**config.mk**
```make
export PLATFORM = sky130hd
export DESIGN_NAME = rpw_front
export DESIGN_NICKNAME = d
export VERILOG_FILES = /design/src/resource_pool_with_waiter_fifo_assert.svh /design/src/rpw_pkg.sv /design/src/rpw_front.sv
export SDC_FILE = /design/constraint.sdc
export NUM_CORES = 1
export LEC_CHECK = 0
export ABC_AREA = 0
export BUFFER_PORTS_ARGS = -buffer_cell sky130_fd_sc_hd__buf_2
export CORE_MARGIN = 8
export CORE_UTILIZATION = 47
export DETAILED_ROUTE_END_ITERATION = 10
export GPL_TIMING_DRIVEN = 0
export PLACE_DENSITY = 0.87
export REMOVE_ABC_BUFFERS = 1
export SLEW_MARGIN = 30
export SYNTH_ARGS = -nofsm -noshare
export SYNTH_HDL_FRONTEND = slang
export SYNTH_SLANG_ARGS = --single-unit
export TNS_END_PERCENT = 5
```
**constraint.sdc**
```tcl
create_clock -name clk -period 7.8 [get_ports clk]
set_input_delay 0.39 -clock clk [delete_from_list [all_inputs] [get_ports clk]]
set_output_delay 0.39 -clock clk [all_outputs]
set_load 0.01 [all_outputs]
```
**src/resource_pool_with_waiter_fifo_assert.svh**
```systemverilog
// ----------------------------------------------------------------------------
// Assertion macros for the resource pool
// Shared property forms, clocked on clk and disabled while arst_n is low.
// ----------------------------------------------------------------------------
`ifndef RESOURCE_POOL_WITH_WAITER_FIFO_ASSERT_SVH
`define RESOURCE_POOL_WITH_WAITER_FIFO_ASSERT_SVH

// The condition holds in the same cycle as the trigger.
`define RPW_ASSERT_IMPLIES(lbl, pre, post) \
	lbl: assert property (@(posedge clk) disable iff (!arst_n) (pre) |-> (post)) \
		else $error("resource pool assertion failed");

// The condition holds in the cycle after the trigger.
`define RPW_ASSERT_NEXT(lbl, pre, post) \
	lbl: assert property (@(posedge clk) disable iff (!arst_n) (pre) |=> (post)) \
		else $error("resource pool assertion failed");

`endif

```
**src/rpw_pkg.sv**
```systemverilog
// ----------------------------------------------------------------------------
// Resource pool package
// Types, codes and constants shared by the pool front end, queue and back end.
// ----------------------------------------------------------------------------
`default_nettype none

package rpw_pkg;

	localparam int SHARD_COUNT     = 16;
	localparam int SHARD_BITS      = 4;
	localparam int SLOT_COUNT      = SHARD_COUNT * SHARD_BITS;
	localparam int SLOT_IDX_W      = 6;
	localparam int SHARD_W         = 4;
	localparam int BIT_W           = 2;
	localparam int DEF_QUEUE_DEPTH = 256;
	localparam int MOD_STEPS       = 4;
	localparam int MOD_CYCLES      = 8;

	localparam logic [6:0]  POOL_RESET  = 7'd64;
	localparam logic [15:0] STALE_RESET = 16'd1000;

	localparam logic [2:0] OP_REGISTER = 3'd0;
	localparam logic [2:0] OP_CHECKOUT = 3'd1;
	localparam logic [2:0] OP_CHECKIN  = 3'd2;
	localparam logic [2:0] OP_CANCEL   = 3'd3;
	localparam logic [2:0] OP_RECLAIM  = 3'd4;

	localparam logic [2:0] OUT_GRANTED = 3'd0;
	localparam logic [2:0] OUT_QUEUED  = 3'd1;
	localparam logic [2:0] OUT_FULL    = 3'd2;
	localparam logic [2:0] OUT_DONE    = 3'd3;
	localparam logic [2:0] OUT_WAITER  = 3'd4;
	localparam logic [2:0] OUT_IDLED   = 3'd5;

	localparam logic [1:0] COND_UNREG = 2'd0;
	localparam logic [1:0] COND_IDLE  = 2'd1;
	localparam logic [1:0] COND_TAKEN = 2'd2;

	localparam logic REG_POOL_SLOTS = 1'b0;
	localparam logic REG_STALE      = 1'b1;

	typedef struct packed {
		logic [2:0]  operation;
		logic [6:0]  slot_number;
		logic [15:0] connection_tag;
		logic [15:0] requester_tag;
		logic [10:0] scheduler_number;
		logic [31:0] ticket;
		logic [31:0] now_ms;
	} in_item_t;

	typedef struct packed {
		logic [2:0]  outcome;
		logic [15:0] granted_to;
		logic [15:0] granted_connection;
		logic [6:0]  granted_slot;
		logic [31:0] queue_ticket;
		logic        last;
	} out_item_t;

	typedef enum logic [2:0] {
		K_REGISTER,
		K_CHECKOUT,
		K_CHECKIN,
		K_CANCEL,
		K_RECLAIM,
		K_NOP
	} cmd_kind_t;

	typedef struct packed {
		cmd_kind_t             kind;
		logic                  slot_ok;
		logic [SLOT_IDX_W-1:0] slot_idx;
		logic [15:0]           conn;
		logic [15:0]           req;
		logic [31:0]           ticket;
		logic [31:0]           now;
		logic [SHARD_W-1:0]    pshard;
		logic [BIT_W-1:0]      pbit;
	} cmd_t;

	typedef struct packed {
		logic full;
		logic empty;
	} cmdq_status_t;

	typedef enum logic [1:0] {
		F_IDLE,
		F_MOD,
		F_PUSH
	} front_state_t;

	typedef enum logic [3:0] {
		B_IDLE,
		B_PASS,
		B_PASS_CHK,
		B_SEARCH,
		B_GRANT,
		B_QUEUE,
		B_CANCEL_RD,
		B_CANCEL,
		B_RREAD,
		B_RCHK,
		B_RPUSH,
		B_EMIT
	} back_state_t;

	function automatic out_item_t mk_result(logic [2:0] outcome, logic [15:0] to,
			logic [15:0] conn, logic [6:0] slot, logic [31:0] tkt, logic last);
		out_item_t r;
		r.outcome            = outcome;
		r.granted_to         = to;
		r.granted_connection = conn;
		r.granted_slot       = slot;
		r.queue_ticket       = tkt;
		r.last               = last;
		return r;
	endfunction

endpackage

`default_nettype wire

```
**src/rpw_front.sv**
```systemverilog
// ----------------------------------------------------------------------------
// Resource pool front end
// Takes one request, classifies it and works out the preferred shard and bit.
// ----------------------------------------------------------------------------
`default_nettype none

module rpw_front import rpw_pkg::*; (
	input  wire logic         clk,
	input  wire logic         arst_n,
	input  wire logic [6:0]   psize,
	input  wire logic         in_valid,
	output logic              in_ready,
	input  wire in_item_t     in_item,
	output logic              cmd_push,
	output cmd_t              cmd,
	input  wire cmdq_status_t q_status
);

	front_state_t state_q, state_d;
	in_item_t     item_q;
	logic [31:0]  div_q, div_d;
	logic [6:0]   rem_q, rem_d;
	logic [2:0]   cnt_q;
	logic         accept;

	assign accept = in_valid && in_ready;

	// Remainder by the pool size, four dividend bits a cycle.
	always_comb begin
		logic [7:0] t;
		rem_d = rem_q;
		div_d = div_q;
		t     = '0;
		for (int j = 0; j < MOD_STEPS; j++) begin
			t     = {rem_d, div_d[31]};
			div_d = {div_d[30:0], 1'b0};
			if (t >= {1'b0, psize}) begin
				t = t - {1'b0, psize};
			end
			rem_d = t[6:0];
		end
	end

	always_comb begin
		state_d = state_q;
		unique case (state_q)
			F_IDLE: begin
				if (accept) begin
					state_d = (in_item.operation == OP_CHECKOUT) ? F_MOD : F_PUSH;
				end
			end
			F_MOD: begin
				if (cnt_q == 3'(MOD_CYCLES - 1)) begin
					state_d = F_PUSH;
				end
			end
			F_PUSH: begin
				if (!q_status.full) begin
					state_d = F_IDLE;
				end
			end
			default: state_d = F_IDLE;
		endcase
	end

	always_comb begin
		in_ready = (state_q == F_IDLE);
		cmd_push = (state_q == F_PUSH) && !q_status.full;
		unique case (item_q.operation)
			OP_REGISTER: cmd.kind = K_REGISTER;
			OP_CHECKOUT: cmd.kind = K_CHECKOUT;
			OP_CHECKIN:  cmd.kind = K_CHECKIN;
			OP_CANCEL:   cmd.kind = K_CANCEL;
			OP_RECLAIM:  cmd.kind = K_RECLAIM;
			default:     cmd.kind = K_NOP;
		endcase
		cmd.slot_ok  = (item_q.slot_number != 7'd0) && (item_q.slot_number <= psize);
		cmd.slot_idx = 6'(item_q.slot_number - 7'd1);
		cmd.conn     = item_q.connection_tag;
		cmd.req      = item_q.requester_tag;
		cmd.ticket   = item_q.ticket;
		cmd.now      = item_q.now_ms;
		cmd.pshard   = rem_q[3:0];
		cmd.pbit     = rem_q[5:4];
	end

	always_ff @(posedge clk or negedge arst_n) begin
		if (!arst_n) begin
			state_q <= F_IDLE;
			cnt_q   <= '0;
		end else begin
			state_q <= state_d;
			if (accept) begin
				cnt_q <= '0;
			end else if (state_q == F_MOD) begin
				cnt_q <= cnt_q + 3'd1;
			end
		end
	end

	always_ff @(posedge clk) begin
		if (accept) begin
			item_q <= in_item;
			div_q  <= {21'd0, in_item.scheduler_number} - 32'd1;
			rem_q  <= '0;
		end else if (state_q == F_MOD) begin
			div_q <= div_d;
			rem_q <= rem_d;
		end
	end

endmodule

`default_nettype wire

```
# --- Yosys cells after proc, flatten, opt, wreduce, memory -nomap -nowiden ---
# Cells that the tools add are included.
word_totals:
  ff_bits: 150
  input_bits: 129
  out_inout_bits: 114
  wordCells: 56
classes:
  addsub: 7
  n_lt_le_gt_ge: 5
  n_eq_ne: 11
  n_mux: 14
  n_reduce_logical: 9
op_table:
  columns: ["cell", "n"]
  rows:
  - ["$mux 32", 2]
  - ["$ge 8x7->1", 4]
  - ["$mux 7", 4]
  - ["$sub 7x7->7", 4]
  - ["$pmux 3 s5", 1]
  - ["$sub 11x1->12 const B", 1]
  - ["$mux 2", 4]
  - ["$le 7x7->1", 1]
  - ["$reduce_bool 7->1", 1]
  - ["$eq 3x1->1 const B", 2]
  - ["$eq 3x2->1 const B", 2]
  - ["$eq 3x3->1 const B", 2]
  - ["$mux 3", 2]
  - ["$pmux 2 s3", 1]
  - ["$sub 6x1->6 const B", 1]
  - ["$ne 2x2->1 const B", 2]
  - ["$add 3x1->3 const B", 1]
  - ["$logic_and 1x1->1", 3]
  - ["$logic_not 3->1", 1]
  - ["$reduce_and 3->1", 1]
  - ["$eq 2x1->1 const B", 1]
  - ["$eq 2x2->1 const B", 1]
  - ["$logic_not 2->1", 1]
  - ["$ne 2x1->1 const B", 1]
  - ["other kinds (2)", 2]

# --- Logic depth before layout (Yosys ltp) ---
logic_depth:
  word_depth: 8
  mapped_depth: 38
  ltp_nobuf: 36

# --- Least setup slack after synthesis ---
# No wires, ideal clock.
synth_timing:
  path_type: "register to register"
  from: "reg div_q[31]"
  to: "reg rem_q[0]"
  arrival_ns: 7.870
  slack_ns: -0.188
  stages_incl_launch_ff: 35
  path_buffers: 2
  path_cell_list: "edfxtp_1 > inv_1 > ha_1 > inv_1 > fa_1 > a211oi_2 > o21a_1 > o21a_1 > buf_4 > mux2_2 > ha_1 > nor2b_1 > o31a_1 > o41ai_4 > o2111ai_4 > clkbuf_1 > mux2_2 > ha_1 > and4_1 > a31oi_1 > a31oi_1 > or4_4 > nor2b_4 > nor2_2 > mux2i_1 > fa_1 > a21o_1 > a21oi_1 > a21oi_1 > o21ai_0 > nand2b_1 > a221o_1 > a221oi_4 > mux2i_1 > a22o_1"
synth_between:
  elab_chain_len: 8
  elab_cells_between_ends: 11
  classes_between: "add/sub: 3; order compare: 4; mux: 4"
synth_lines:
  columns: ["item", "line", "rtl"]
  rows:
  - ["start: declaration", "rpw_front.sv:21", "logic [31:0] div_q, div_d;"]
  - ["start signal: assignment", "rpw_front.sv:104", "div_q <= {21'd0, in_item.scheduler_number} - 32'd1;"]
  - ["start signal: assignment", "rpw_front.sv:107", "div_q <= div_d;"]
  - ["$sub 7x7->7 / $ge 8x7->1 (equally long branches)", "rpw_front.sv:38, rpw_front.sv:37", null]
  - ["$mux 7 (*)", "rpw_front.sv:37", "if (t >= {1'b0, psize}) begin"]
  - ["$sub 7x7->7 / $ge 8x7->1 (equally long branches)", "rpw_front.sv:38, rpw_front.sv:37", null]
  - ["$mux 7 (*)", "rpw_front.sv:37", null]
  - ["$sub 7x7->7 / $ge 8x7->1 (equally long branches)", "rpw_front.sv:38, rpw_front.sv:37", null]
  - ["$mux 7 (*)", "rpw_front.sv:37", null]
  - ["$ge 8x7->1 (*)", "rpw_front.sv:37", null]
  - ["$mux 7 (*)", "rpw_front.sv:37", null]
  - ["end signal: assignment", "rpw_front.sv:108", "rem_q <= rem_d;"]
  - ["end: declaration", "rpw_front.sv:22", "logic [6:0] rem_q, rem_d;"]
# Every way passes the cells marked *; elsewhere a longest branch is shown, timed or not.
# A chain may end at the register's enable or synchronous reset.

# --- Worst setup path in the final report ---
layout_timing:
  from: "reg div_q[31]"
  to: "reg rem_q[6]"
layout_between:
  elab_chain_len: 8
  elab_cells_between_ends: 12
  classes_between: "add/sub: 4; order compare: 4; mux: 4"
layout_lines:
  columns: ["item", "line"]
  rows:
  - ["$sub 7x7->7 / $ge 8x7->1 (equally long branches)", "rpw_front.sv:38, rpw_front.sv:37"]
  - ["$mux 7 (*)", "rpw_front.sv:37"]
  - ["$sub 7x7->7 / $ge 8x7->1 (equally long branches)", "rpw_front.sv:38, rpw_front.sv:37"]
  - ["$mux 7 (*)", "rpw_front.sv:37"]
  - ["$sub 7x7->7 / $ge 8x7->1 (equally long branches)", "rpw_front.sv:38, rpw_front.sv:37"]
  - ["$mux 7 (*)", "rpw_front.sv:37"]
  - ["$sub 7x7->7 / $ge 8x7->1 (equally long branches)", "rpw_front.sv:38, rpw_front.sv:37"]
  - ["$mux 7 (*)", "rpw_front.sv:37"]
# Marked as above.

==> flow_metrics.tcl <==
set metrics [dict create \
    worst_ir_drop_vdd_mv 0.636 \
    post-route-util_pct 58.8 \
    detail_route.wirelength.met1_um 6090 \
    cp_max_fo 5 \
    portBuffers 241 \
    arrival_ns 8.18 \
    transition_at_the_pin_with_the_smallest_max_transition_slack_ns 0.688 \
    synth.distinct_cells 55 \
    gr-total-overflow 0 \
    filler_cells_inserted 1226 \
    globalRouteTotalUtil_pct 17.3 \
    worstSetupStartpointType "register" \
    initialDrtViolationCount 299 \
    chipHeight_um 144 \
    commonest_non_fill_non_tap_cells_in_the_layout "241 x buf_2, 138 x edfxtp_1, 68 x nand2_1" \
    path_buf_inv 5 \
    antenna_found_initial 1 \
    worst_slack_ns -0.0848 \
    ys_ff_latch 150 \
    power_density_mw_per_mm2 576 \
    share_of_cells_above_drive_strength_1_pct 42.9 \
    first_pass_grt_wire_length_um 27100 \
    number_of_failing_setup_endpoints_in_the_final_timing_report 7 \
    first_global_vias 5436 \
    io-pin-count 243 \
    synth_ff_type "edfxtp_1" \
    synthArstFlopShare_pct 3.33 \
    fp.dieArea_mm2 0.0206 \
    clock_skew_ns 0.0111 \
    endpoint_kind "register" \
    clock-sinks 150 \
    postSynthCellCount 611 \
    critPathMaxStageDelay_ns 0.59 \
    maxUsedRoutingLayer "met4" \
    wl_per_cell_um 18.2 \
    worst_ep_required_ns 8.10 \
    min_path_type "primary input to register" \
    route.met3.wl_um 1900 \
    vias 5081 \
    critical_path.slowest_cell "or4_4" \
    area.growth.synth_to_final_pct 21.9 \
    setup_tns_final_ns -0.414 \
    netlist.top_cell.by_area "edfxtp_1" \
    grt_max_degree 69 \
    die_wd_um 144 \
    timing.fmax_mhz 127 \
    finalWorstPathRequiredPeriod_ns 7.88 \
    yosys_warnings 0 \
    slew_violations 0 \
    drc_viols 0 \
    ctsLongestPathBuffers 2 \
    tritoncts "built" \
    critical_path_class "register to register" \
    met2RoutedLength_um 10100 \
    drv_cap 0 \
    first_pass_iters 4 \
    fp.coreArea_mm2 0.0159 \
    synth.top_cells.by_area "edfxtp_1 54%, buf_4 10%, ha_1 6.4%" \
    worstSkewPairLatency_ns 0.42 \
    placement_rows 46 \
    synth_top_cell_area_share_pct 54.1 \
    seq_area_frac_synth_pct 57.6 \
    outcome "complete, but fails checks" \
    route.antenna.remaining_nets 0 \
    tritoncts.num_buffers 17 \
    report.final.hold_viol_count 0 \
    synth_enable_flop_cells 138 \
    layout.nets 960 \
    path_clk_slew_ns 0.07 \
    grt_setup_unrepaired "true" \
    final.period_utilization_pct 101 \
    static-leakage-power_nw 4.09 \
    via_per_instance_ratio 4.99 \
    layout_commonest_cell "buf_2" \
    dpl.hpwl_um 13600 \
    critical_path.top_delay_family "compound AO/OA/AOI/OAI gates" \
    violations_in_the_final_reports "negative setup slack" \
    clockRootBuffer "clkbuf_16" \
    totalWireLength_um 18500 \
    mapped_area_mm2 0.00766 \
    floorplan.initialDensity_pct 48.2 \
    h-tree-depth 4 \
    timing.slew.headroom_pct 54.0 \
    gp_routability_congestion 0.833 \
    synthesis.area_per_instance_um2 12.5 \
]
## state kept, by name (all words and copies together) (netlist names)
register / count
cmd: 96
item_q: 10
rem_q: 7
div_q: 32
cnt_q: 3
state_q: 2
## where the power goes
part / internal (mW) / leakage (nW) / switching (mW)
clock: 0.446 / 0.276 / 0.333
sequential: 1.05 / 1.44 / 0.0535
combinational: 1.74 / 2.37 / 1.76
total: 3.24 / 4.09 / 2.14
## layer usage
layer / vias up / track usage (%)
met5: - / 0
met4: 0 / 7.53
met3: 39 / 8.39
met2: 192 / 32.0
met1: 2393 / 15.8
li1: 2457 / -
## repair_timing
item	4_1_cts	5_1_grt
hold buffers	1	0
setup endpoints to repair	7	7
pin swaps	10	12
cloned	1	0
setup buffers	18	8
hold endpoints to repair	5	0
resized for setup	16	20
## worst paths after layout
path	from	end	slack (ns)	cells after the start
setup / recovery	div_q[31]	rem_q[6]	-0.08	37
max in group asynchronous	arst_n	cnt_q[2]	7.31	2
setup reg to reg	div_q[31]	rem_q[6]	-0.08	37
hold / removal	in_item[34]	cmd[40]	0.14	1
min in group asynchronous	arst_n	cnt_q[0]	0.36	2
hold reg to reg	rem_q[6]	rem_q[6]	0.46	2
## kinds of logic after synthesis
family | count (synthesis) | synth area share (%)
flops | 150 | 57.6
fa+ha+maj | 43 | 7.42
mux | 22 | 3.01
xor+xnor | 24 | 2.75
compound gates | 88 | 8.42
buf+inv | 139 | 11.9
simple gates | 145 | 8.97
## stage by stage
stage	instance area, um2	std cells	power [mW]	hold WS, ns	setup WS, ns
6_report	9340	1018	5.38	0.140	-0.0848
5_1_grt	9340	1018	5.73	0.118	-0.405
4_1_cts	9160	1009	5.01	0.117	0.0444
3_5_place_dp	8360	957	3.74	0.207	-1.37
3_3_place_gp	8330	956	3.67	0.208	-1.28
2_1_floorplan	6850	499	3.20	0.0944	-0.160
## Yosys cell counts, drive strengths merged, types with 5 or more instances
master  instances
a21oi          16
mux2            8
dfxtp           7
buf           103
nor2b           8
inv            27
o21ai          26
edfxtp        138
mux2i          14
o21a           10
a21o            7
dfrtp           5
nor2           33
nor3            7
xor2           10
xnor2          14
nand2          69
ha             39
clkbuf          9
## area by class of cell
class	instances	area (um2)	area share, %
inverters	27	106	1.14
clock inverters	15	138	1.47
multi-input cells	323	2530	27.1
diodes	1	2.50	0.0268
clock buffers	17	425	4.56
repair buffers	269	1450	15.5
well taps	216	270	2.90
flip-flops and latches	150	4410	47.2
Power figures use the tool's default switching activity.
