### src/resource_pool_with_waiter_fifo_assert.svh
// ----------------------------------------------------------------------------
// Assertion macros for the resource pool
// Shared property forms, clocked on clk and disabled while arst_n is low.
// ----------------------------------------------------------------------------
`ifndef RESOURCE_POOL_WITH_WAITER_FIFO_ASSERT_SVH
`define RESOURCE_POOL_WITH_WAITER_FIFO_ASSERT_SVH

// The condition holds in the same cycle as the trigger.
`define RPW_ASSERT_IMPLIES(lbl, pre, post) \
	lbl: assert property (@(posedge clk) disable iff (!arst_n) (pre) |-> (post)) \
		else $error("resource pool assertion failed");

// The condition holds in the cycle after the trigger.
`define RPW_ASSERT_NEXT(lbl, pre, post) \
	lbl: assert property (@(posedge clk) disable iff (!arst_n) (pre) |=> (post)) \
		else $error("resource pool assertion failed");

`endif

### src/rpw_pkg.sv
// ----------------------------------------------------------------------------
// Resource pool package
// Types, codes and constants shared by the pool front end, queue and back end.
// ----------------------------------------------------------------------------
`default_nettype none

package rpw_pkg;

	localparam int SHARD_COUNT     = 16;
	localparam int SHARD_BITS      = 4;
	localparam int SLOT_COUNT      = SHARD_COUNT * SHARD_BITS;
	localparam int SLOT_IDX_W      = 6;
	localparam int SHARD_W         = 4;
	localparam int BIT_W           = 2;
	localparam int DEF_QUEUE_DEPTH = 256;
	localparam int MOD_STEPS       = 4;
	localparam int MOD_CYCLES      = 8;

	localparam logic [6:0]  POOL_RESET  = 7'd64;
	localparam logic [15:0] STALE_RESET = 16'd1000;

	localparam logic [2:0] OP_REGISTER = 3'd0;
	localparam logic [2:0] OP_CHECKOUT = 3'd1;
	localparam logic [2:0] OP_CHECKIN  = 3'd2;
	localparam logic [2:0] OP_CANCEL   = 3'd3;
	localparam logic [2:0] OP_RECLAIM  = 3'd4;

	localparam logic [2:0] OUT_GRANTED = 3'd0;
	localparam logic [2:0] OUT_QUEUED  = 3'd1;
	localparam logic [2:0] OUT_FULL    = 3'd2;
	localparam logic [2:0] OUT_DONE    = 3'd3;
	localparam logic [2:0] OUT_WAITER  = 3'd4;
	localparam logic [2:0] OUT_IDLED   = 3'd5;

	localparam logic [1:0] COND_UNREG = 2'd0;
	localparam logic [1:0] COND_IDLE  = 2'd1;
	localparam logic [1:0] COND_TAKEN = 2'd2;

	localparam logic REG_POOL_SLOTS = 1'b0;
	localparam logic REG_STALE      = 1'b1;

	typedef struct packed {
		logic [2:0]  operation;
		logic [6:0]  slot_number;
		logic [15:0] connection_tag;
		logic [15:0] requester_tag;
		logic [10:0] scheduler_number;
		logic [31:0] ticket;
		logic [31:0] now_ms;
	} in_item_t;

	typedef struct packed {
		logic [2:0]  outcome;
		logic [15:0] granted_to;
		logic [15:0] granted_connection;
		logic [6:0]  granted_slot;
		logic [31:0] queue_ticket;
		logic        last;
	} out_item_t;

	typedef enum logic [2:0] {
		K_REGISTER,
		K_CHECKOUT,
		K_CHECKIN,
		K_CANCEL,
		K_RECLAIM,
		K_NOP
	} cmd_kind_t;

	typedef struct packed {
		cmd_kind_t             kind;
		logic                  slot_ok;
		logic [SLOT_IDX_W-1:0] slot_idx;
		logic [15:0]           conn;
		logic [15:0]           req;
		logic [31:0]           ticket;
		logic [31:0]           now;
		logic [SHARD_W-1:0]    pshard;
		logic [BIT_W-1:0]      pbit;
	} cmd_t;

	typedef struct packed {
		logic full;
		logic empty;
	} cmdq_status_t;

	typedef enum logic [1:0] {
		F_IDLE,
		F_MOD,
		F_PUSH
	} front_state_t;

	typedef enum logic [3:0] {
		B_IDLE,
		B_PASS,
		B_PASS_CHK,
		B_SEARCH,
		B_GRANT,
		B_QUEUE,
		B_CANCEL_RD,
		B_CANCEL,
		B_RREAD,
		B_RCHK,
		B_RPUSH,
		B_EMIT
	} back_state_t;

	function automatic out_item_t mk_result(logic [2:0] outcome, logic [15:0] to,
			logic [15:0] conn, logic [6:0] slot, logic [31:0] tkt, logic last);
		out_item_t r;
		r.outcome            = outcome;
		r.granted_to         = to;
		r.granted_connection = conn;
		r.granted_slot       = slot;
		r.queue_ticket       = tkt;
		r.last               = last;
		return r;
	endfunction

endpackage

`default_nettype wire

### src/rpw_cmd_fifo.sv
// ----------------------------------------------------------------------------
// Resource pool command queue
// Two-entry queue between the front end and the back end.
// ----------------------------------------------------------------------------
`default_nettype none

module rpw_cmd_fifo import rpw_pkg::*; (
	input  wire logic  clk,
	input  wire logic  arst_n,
	input  wire logic  push,
	input  wire cmd_t  push_cmd,
	input  wire logic  pop,
	output cmd_t       head,
	output cmdq_status_t status
);

	cmd_t       mem_q [2];
	logic       wr_q, rd_q;
	logic [1:0] cnt_q;

	assign head         = mem_q[rd_q];
	assign status.full  = (cnt_q == 2'd2);
	assign status.empty = (cnt_q == 2'd0);

	always_ff @(posedge clk or negedge arst_n) begin
		if (!arst_n) begin
			wr_q  <= 1'b0;
			rd_q  <= 1'b0;
			cnt_q <= '0;
		end else begin
			if (push) begin
				wr_q <= !wr_q;
			end
			if (pop) begin
				rd_q <= !rd_q;
			end
			if (push && !pop) begin
				cnt_q <= cnt_q + 2'd1;
			end else if (pop && !push) begin
				cnt_q <= cnt_q - 2'd1;
			end
		end
	end

	always_ff @(posedge clk) begin
		if (push) begin
			mem_q[wr_q] <= push_cmd;
		end
	end

endmodule

`default_nettype wire

### config.mk
export PLATFORM = sky130hd
export DESIGN_NAME = rpw_cmd_fifo
export DESIGN_NICKNAME = d
export VERILOG_FILES = /design/src/resource_pool_with_waiter_fifo_assert.svh /design/src/rpw_pkg.sv /design/src/rpw_cmd_fifo.sv
export SDC_FILE = /design/constraint.sdc
export NUM_CORES = 1
export LEC_CHECK = 0
export CAP_MARGIN = 20
export CORE_UTILIZATION = 55
export DETAILED_ROUTE_END_ITERATION = 10
export DONT_BUFFER_PORTS = 1
export HOLD_SLACK_MARGIN = 0.15
export MAX_ROUTING_LAYER = met4
export PLACE_DENSITY = 0.7
export SLEW_MARGIN = 30
export SYNTH_ARGS = -nofsm -noshare
export SYNTH_HDL_FRONTEND = slang
export SYNTH_SLANG_ARGS = --single-unit
### constraint.sdc
create_clock -name clk -period 14.07 [get_ports clk]
set_input_delay 2.1105 -clock clk [delete_from_list [all_inputs] [get_ports clk]]
set_output_delay 2.1105 -clock clk [all_outputs]
set_load 0.01 [all_outputs]
## Yosys cells after proc, flatten, opt, wreduce, memory -nomap -nowiden

Memory sizes are Yosys's and may differ from the RTL's.
Index checks and enable logic that the tools add are counted.
W data, S select, Z words.

- Register bits: 4
- Memories: 1
- Logic and storage cells: 19
- Output and inout port bits: 114
- Bits of input ports: 116
- Bits in writable memories: 224

- Reductions and logical operators: 8
- Add/sub/neg operators: 2
- Equal/unequal tests: 1
- Multiplexer cells: 4

Memory list:

| name | words | bits a word | read ports | clocked after memory_dff | write ports | RTL line | source |
|---|---|---|---|---|---|---|---|
| mem_q | 2 | 112 | 1 | 0 | 1 | rpw_cmd_fifo.sv:17 | `cmd_t mem_q [2];` |

Operator list:

| operator | number |
|---|---|
| $logic_not A1 Y1 | 4 |
| $mux W2 | 2 |
| $add A2 B1 Y2 const B | 1 |
| $eq A2 B2 Y1 const B | 1 |
| $logic_and A1 B1 Y1 | 2 |
| $logic_not A2 Y1 | 1 |
| $mux W1 | 2 |
| $reduce_bool A2 Y1 | 1 |
| $sub A2 B1 Y2 const B | 1 |

## Longest topological paths before layout

Gate-level depths: netlist of run 1.

- Word-level depth: 4
- Gate-level depth with buffers: 5
- Gate-level depth less buffers: 5

## Worst setup path after synthesis of run 1

Ideal clock, no wire load.

- Path kind: input-to-reg
- Start point: input push
- End point: memory mem_q[0][0] in the netlist's numbering (enable)
- Buffers on the path: 0
- Setup time: 0.597 ns
- Required time: 13.473 ns
- Cell stages on the path: 1
- Slack: 6.497 ns
- Data arrival time: 6.975 ns
- Path through: nor2b_1

- Cells in the longest elaborated chain, start to end: 2

Ends and longest elaborated chain:

| element | RTL line | source |
|---|---|---|
| start: declaration | rpw_cmd_fifo.sv:10 | `input wire logic push,` |
| $mux W1 | rpw_cmd_fifo.sv:46 | `if (push) begin` |
| $mux W1 (implied by the code) | rpw_cmd_fifo.sv:47 | `mem_q[wr_q] <= push_cmd;` |
| end: declaration | rpw_cmd_fifo.sv:17 |  |

Every way passes these cells.

==> parameters.txt, run 1 <==
Parameter                              Value

Outcome
  Result of the run ... finished clean

Synth
  Number of warnings issued by yosys ... 0
  Post-Synthesis Cells ... 365
  Number of nets produced by synthesis ... 482
  Sequential fraction of the synthesis area ... 79.7%
  Flops & latches, synth ... 228
  Proportion of netlist area held by the largest area contributor ... 78.6%
  Synth top area cells ... sky130_fd_sc_hd__edfxtp_1 79%, sky130_fd_sc_hd__mux2_4 12%, sky130_fd_sc_hd__mux2_2 5.5%
  Library cell occupying the most area in the post-synthesis netlist ... sky130_fd_sc_hd__edfxtp_1
  Netlist Area Pre-Place ... 8560 um2
  Distinct cell type count of the synthesized netlist ... 14
  Syn avg cell area ... 23.5 um2

Place
  Placer's final routability congestion estimate ... 0.664
  Port Buf Inserts ... 0
  Total instance count after detailed placement ... 544
  Worst-case setup slack after placement ... 9.55 ns
  Post-detailed-placement half-perimeter wirelength ... 8610 um

STA
  Measured slew at the worst slew-check pin ... 0.934 ns
  Minimum clock period ... 4.97 ns
  RSZ-0062 raised after global routing ... false
  Setup TNS ... 0 ns
  Headroom to the max-slew limit ... 37.7%
  Fin crit share ... 35.3%
  Number of hold violations in the final report ... 0
  Final setup slack of the worst path ... 9.10 ns
  Max frequency ... 201 MHz
  Final-layout worst hold slack ... 0.491 ns
  Setup skew after layout ... 0.00418 ns
  Number of max-slew violations in the final report ... 0
  Number of setup violations in the final report ... 0

Cells and area
  Most common library cell in the layout ignoring fill and taps ... sky130_fd_sc_hd__edfxtp_1
  Antenna Diode Count ... 0
  Final Instance Count excl. Fillers ... 585
  Final-layout fill cell count ... 1014
  Commonest cells after routing, fill and taps aside ... 224 x sky130_fd_sc_hd__edfxtp_1, 70 x sky130_fd_sc_hd__mux2_4, 42 x sky130_fd_sc_hd__mux2_2
  Synthesis-to-finish area growth ... 11.0%
  Final #Nets ... 498
  Fraction of final layout cells with drive strength greater than 1 ... 39.0%

Drt
  First DRT Iteration DRCs ... 149
  Overall routed net length ... 13300 um
  Average detailed-routed wire length per instance ... 22.7 um
  Drt via density ... 5.63
  Routed via count ... 3291
  Residual antenna-violating net count after detailed routing ... 0
  Number of remaining DRC errors ... 0
  Detailed-routing iteration count for the pre-antenna-repair pass ... 4

CTS
  Largest buffer count on any clock path ... 3
  Total of hold buffers inserted after clock tree synthesis ... 0
  CTS H-Tree Depth ... 1
  Clock-pin slew on the worst setup and hold paths ... 0.06 ns
  Resized cells post-CTS ... 0
  Root buffer cell ... sky130_fd_sc_hd__clkbuf_16
  Number of CTS-inserted buffers ... 23
  Clock tree from TritonCTS ... yes
  Clk_lat worst skew ... 0.49 ns
  Total number of clock tree sinks ... 228
  Setup fix buffers added after clock tree synthesis ... 0

Floorplanning
  Die height ... 127 um
  Floorplan die width ... 127 um
  Number of placement rows ... 45
  Initial core utilization ... 56.3%
  Die area ... 16100 um2
  Count of pins on the block boundary ... 230
  Core area ... 15200 um2

Power
  Total power per unit cell area ... 215 nW/um2
  IR Drop Worst-Case VDD ... 0.123 mV
  Leakage ... 3.35 nW

Worst setup path
  Type of the setup path with the least slack ... reg2out
  WP data arrival ... 2.86 ns
  Startpoint Class ... flip-flop
  Kind of capture point of the worst setup path ... output port
  Required @ worst endpoint ... 11.96 ns
  Largest fanout on the critical path ... 62

GRT
  First-pass GRT wire length ... 19300 um
  Initial antenna violation count ... 0
  Pin count of the biggest net entering global routing ... 76
  Gr ovfl total ... 0
  Via count of the first global-routing pass ... 3524
  Total routing resource utilization after global routing ... 16.5%

Run
  Max-capacitance violation count ... 0

Worst hold path
  Class of the worst hold path ... reg2reg
==> critical path, stage by stage, from the launching register on <==
cell and delay, ns:
sky130_fd_sc_hd__dfrtp_4 1.03, sky130_fd_sc_hd__buf_4 0.84, sky130_fd_sc_hd__mux2_2 0.45
==> registers in the layout (all words and copies together) (netlist names) <==
signal and count:
cnt_q 2, wr_q 1, mem_q 224, rd_q 1
==> synthesized netlist by cell type <==
cell and count:
sky130_fd_sc_hd__nor2_1 2, sky130_fd_sc_hd__xnor2_1 1, sky130_fd_sc_hd__buf_2 4, sky130_fd_sc_hd__nor2b_1 2, sky130_fd_sc_hd__mux2_4 70, sky130_fd_sc_hd__inv_1 1, sky130_fd_sc_hd__ha_1 1, sky130_fd_sc_hd__buf_8 1
sky130_fd_sc_hd__xor2_1 4, sky130_fd_sc_hd__buf_6 8, sky130_fd_sc_hd__mux2_2 42, sky130_fd_sc_hd__and2_1 1, sky130_fd_sc_hd__dfrtp_1 4, sky130_fd_sc_hd__edfxtp_1 224
==> stage by stage <==
stage               power, mW  area [um2]  utilization (%)
floorplan                1.42        8560                -
global placement         1.45        8710             57.3
detailed placement       1.47        8740             57.5
CTS                      2.07        9500             62.5
global route             2.13        9500             62.5
finish                   2.04        9500             62.5
==> report_power, final <==
part	total [mW]	internal, mW	switching [mW]
sequential	0.972	0.903	0.0698
combinational	0.473	0.224	0.248
clock	0.600	0.370	0.229
==> area by class of cell <==
| class | count | area [um2] | share of cell area, % |
|---|---|---|---|
| timing repair buffer | 4 | 57.6 | 0.606 |
| clock buffer | 30 | 632 | 6.65 |
| sequential | 228 | 6830 | 71.9 |
| tap | 188 | 235 | 2.47 |
| clock inverter | 11 | 129 | 1.36 |
| multi-input combinational | 123 | 1620 | 17.0 |
| inverter | 1 | 3.75 | 0.0395 |
==> cell families after synthesis <==
logic type | Yosys count | synth area share, %
adder cells (fa/ha/maj) | 1 | 0.146
multiplexers | 112 | 17.8
buffers and inverters | 14 | 1.51
AND/OR/NAND/NOR | 5 | 0.307
flip-flops | 228 | 79.7
XOR/XNOR | 5 | 0.511
==> metal layers <==
layer  track usage, %  share of wire, %
met1             18.3                36
met4             4.48               2.2
met5                -                 0
met3             8.90                14
met2             26.0                48
==> final timing paths <==
kind | startpoint | endpoint | slack (ns) | cells after the start
worst max-delay path | rd_q | head[103] | 9.10 | 2
worst min-delay path | cnt_q[1] | cnt_q[1] | 0.49 | 1
worst max register to register | wr_q | mem_q[0][18] | 11.94 | 3
worst min register to register | cnt_q[1] | cnt_q[1] | 0.49 | 1
max in group asynchronous | arst_n | rd_q | 12.68 | 0
min in group asynchronous | arst_n | cnt_q[0] | 1.31 | 0
Power figures use the tool's default switching activity.
==> inputs of run 2 (changes only) <==
PLACE_DENSITY = 0.73   (was 0.7)
clock period = 4.4 ns   (was 14.07 ns; I/O delays follow)
==> parameters.txt, run 2 (synthesis results as in run 1) <==
Parameter                              Value

Outcome
  Result of the run ... finished clean

Place
  Placer's final routability congestion estimate ... 0.705
  Area of placed instances ... 8750 um2
  Port Buf Inserts ... 0

Cells and area
  Synthesis-to-finish area growth ... 11.1%
  Register with the most flip-flops ... mem_q
  Commonest cells after routing, fill and taps aside ... 224 x sky130_fd_sc_hd__edfxtp_1, 70 x sky130_fd_sc_hd__mux2_4, 42 x sky130_fd_sc_hd__mux2_2
  Flip-flop count of the largest register after layout ... 224
  Final #Nets ... 501
  Largest registers ranked by flip-flop count ... mem_q (224), cnt_q (2)
  Antenna Diode Count ... 0
  Post-layout instance area ... 9510 um2
  Fraction of final layout cells with drive strength greater than 1 ... 38.5%
  Most common library cell in the layout ignoring fill and taps ... sky130_fd_sc_hd__edfxtp_1

GRT
  Via count of the first global-routing pass ... 3575
  Total routing resource utilization after global routing ... 16.5%
  Gr ovfl total ... 0
  First-pass GRT wire length ... 19300 um
  Pin count of the biggest net entering global routing ... 75
  Initial antenna violation count ... 0

CTS
  Root buffer cell ... sky130_fd_sc_hd__clkbuf_16
  CTS H-Tree Depth ... 1
  Total number of clock tree sinks ... 228
  Largest buffer count on any clock path ... 3
  Clock-pin slew on the worst setup and hold paths ... 0.06 ns
  Setup fix buffers added after clock tree synthesis ... 0
  Number of CTS-inserted buffers ... 22
  Clock tree from TritonCTS ... yes
  Clk_lat worst skew ... 0.49 ns

Worst hold path
  Hold Crit Start ... pop
  Endpoint with the worst hold slack ... rd_q
  Hold depth ... 1
  Class of the worst hold path ... in2reg

Drt
  Drt via density ... 5.65
  Number of remaining DRC errors ... 0
  Routed via count ... 3323
  Detailed-routing wirelength on met1 ... 4360 um
  Detailed-routing iteration count for the pre-antenna-repair pass ... 4
  Average detailed-routed wire length per instance ... 22.4 um
  Met3 routed wirelength ... 1910 um
  First DRT Iteration DRCs ... 166
  Top layer reached by signal wires ... met4
  Overall routed net length ... 13100 um
  Length of routed met2 wiring ... 6570 um
  Residual antenna-violating net count after detailed routing ... 0

STA
  RSZ-0062 raised after global routing ... false
  Setup skew after layout ... 0.00753 ns
  Number of max-slew violations in the final report ... 0
  Measured slew at the worst slew-check pin ... 0.870 ns
  Setup TNS ... 0 ns
  Headroom to the max-slew limit ... 42.0%
  Number of setup violations in the final report ... 0
  Minimum clock period ... 3.06 ns
  Max frequency ... 326 MHz
  Fin crit share ... 69.6%
  Number of hold violations in the final report ... 0

Run
  Max-capacitance violation count ... 0

Floorplanning
  Number of placement rows ... 45
  Floorplan die width ... 127 um
  Die area ... 16100 um2
  Count of pins on the block boundary ... 230
  Die height ... 127 um
  Core area ... 15200 um2
  Initial core utilization ... 56.3%

Worst setup path
  Type of the setup path with the least slack ... reg2out
  Cell family with most CP delay ... flip-flops
  WP data arrival ... 2.40 ns
  Startpoint Class ... flip-flop
  Delay contributed by the slowest stage of the critical path ... 0.99 ns
  Worst R2R Start ... wr_q
  Depth of the worst register-to-register path ... 2
  Cell with the biggest individual delay on the critical path ... sky130_fd_sc_hd__dfrtp_4
  Cell chain of the critical path ... buf_12 > mux2_2
  Capturing point of the worst reg2reg path ... mem_q[1][103]
  Buf+Inv Stages, Crit Path ... 1
  Largest fanout on the critical path ... 58
  Worst reg2reg setup slack ... 2.77 ns
  Required @ worst endpoint ... 3.74 ns
  Kind of capture point of the worst setup path ... output port

Power
  Total power per unit cell area ... 677 nW/um2
  Leakage ... 3.34 nW
  IR Drop Worst-Case VDD ... 0.497 mV
==> run 2: changes by cell type in the layout (fill, tap and decap cells not counted), moves of 2 or more <==
cell                       previous run  this run
sky130_fd_sc_hd__clkinv_1             1         5
sky130_fd_sc_hd__clkbuf_8             3         0
sky130_fd_sc_hd__buf_4                1         3
sky130_fd_sc_hd__buf_6                2         0
sky130_fd_sc_hd__clkinv_2             7         5
sky130_fd_sc_hd__buf_12               0         3
==> run 2: report_power, final <==
group	switching, mW	internal (mW)
Combinational	0.815	0.741
Clock	0.716	1.07
Sequential	0.218	2.88
Total	1.75	4.69
==> run 2: worst register-to-register path, delay by kind of cell (launching register included) <==
family / cells / cell delay (ns)
buf+inv: 1 / 0.39
simple gates: 1 / 0.47
flops: 1 / 0.43
==> run 2: metal layers <==
| metal | track usage, % | vias up |
|---|---|---|
| met5 | - | - |
| met2 | 27.6 | 188 |
| met1 | 16.3 | 1627 |
| li1 | - | 1481 |
| met4 | 4.90 | 0 |
| met3 | 9.28 | 27 |
==> run 2: area by class of cell <==
| class | instances | area, um2 |
|---|---|---|
| repair buffers | 8 | 120 |
| flip-flops and latches | 228 | 6830 |
| fillers | 1020 | 5690 |
| clock inverters | 14 | 120 |
| multi-input cells | 123 | 1620 |
| well taps | 188 | 235 |
| inverters | 1 | 3.75 |
| clock buffers | 26 | 587 |
==> run 2: how the worst max path moves through the flow <==
stage               cells after the start  start          end  slack [ns]
floorplan                               1   push  mem_q[0][0]        0.38
global placement                        2   rd_q    head[108]        1.86
detailed placement                      2   rd_q    head[108]        1.84
CTS                                     2   rd_q    head[108]        1.32
global route                            2   rd_q    head[108]        1.23
finish                                  2   rd_q    head[108]        1.34
==> run 2: repair_timing <==
item,4_1_cts,5_1_grt
endpoints found under the hold margin,4,0
resized for setup,0,0
hold buffers,1,0
==> run 2: through the flow <==
step	util (%)	instances	total power [mW]	hold WS, ns	setup WS, ns
2_1_floorplan	-	365	4.51	0.364	0.381
3_3_place_gp	57.5	545	4.66	0.365	1.86
3_5_place_dp	57.5	545	4.71	0.365	1.84
4_1_cts	62.3	586	6.50	0.235	1.32
5_1_grt	62.6	588	6.70	0.240	1.23
6_report	62.6	588	6.44	0.254	1.34
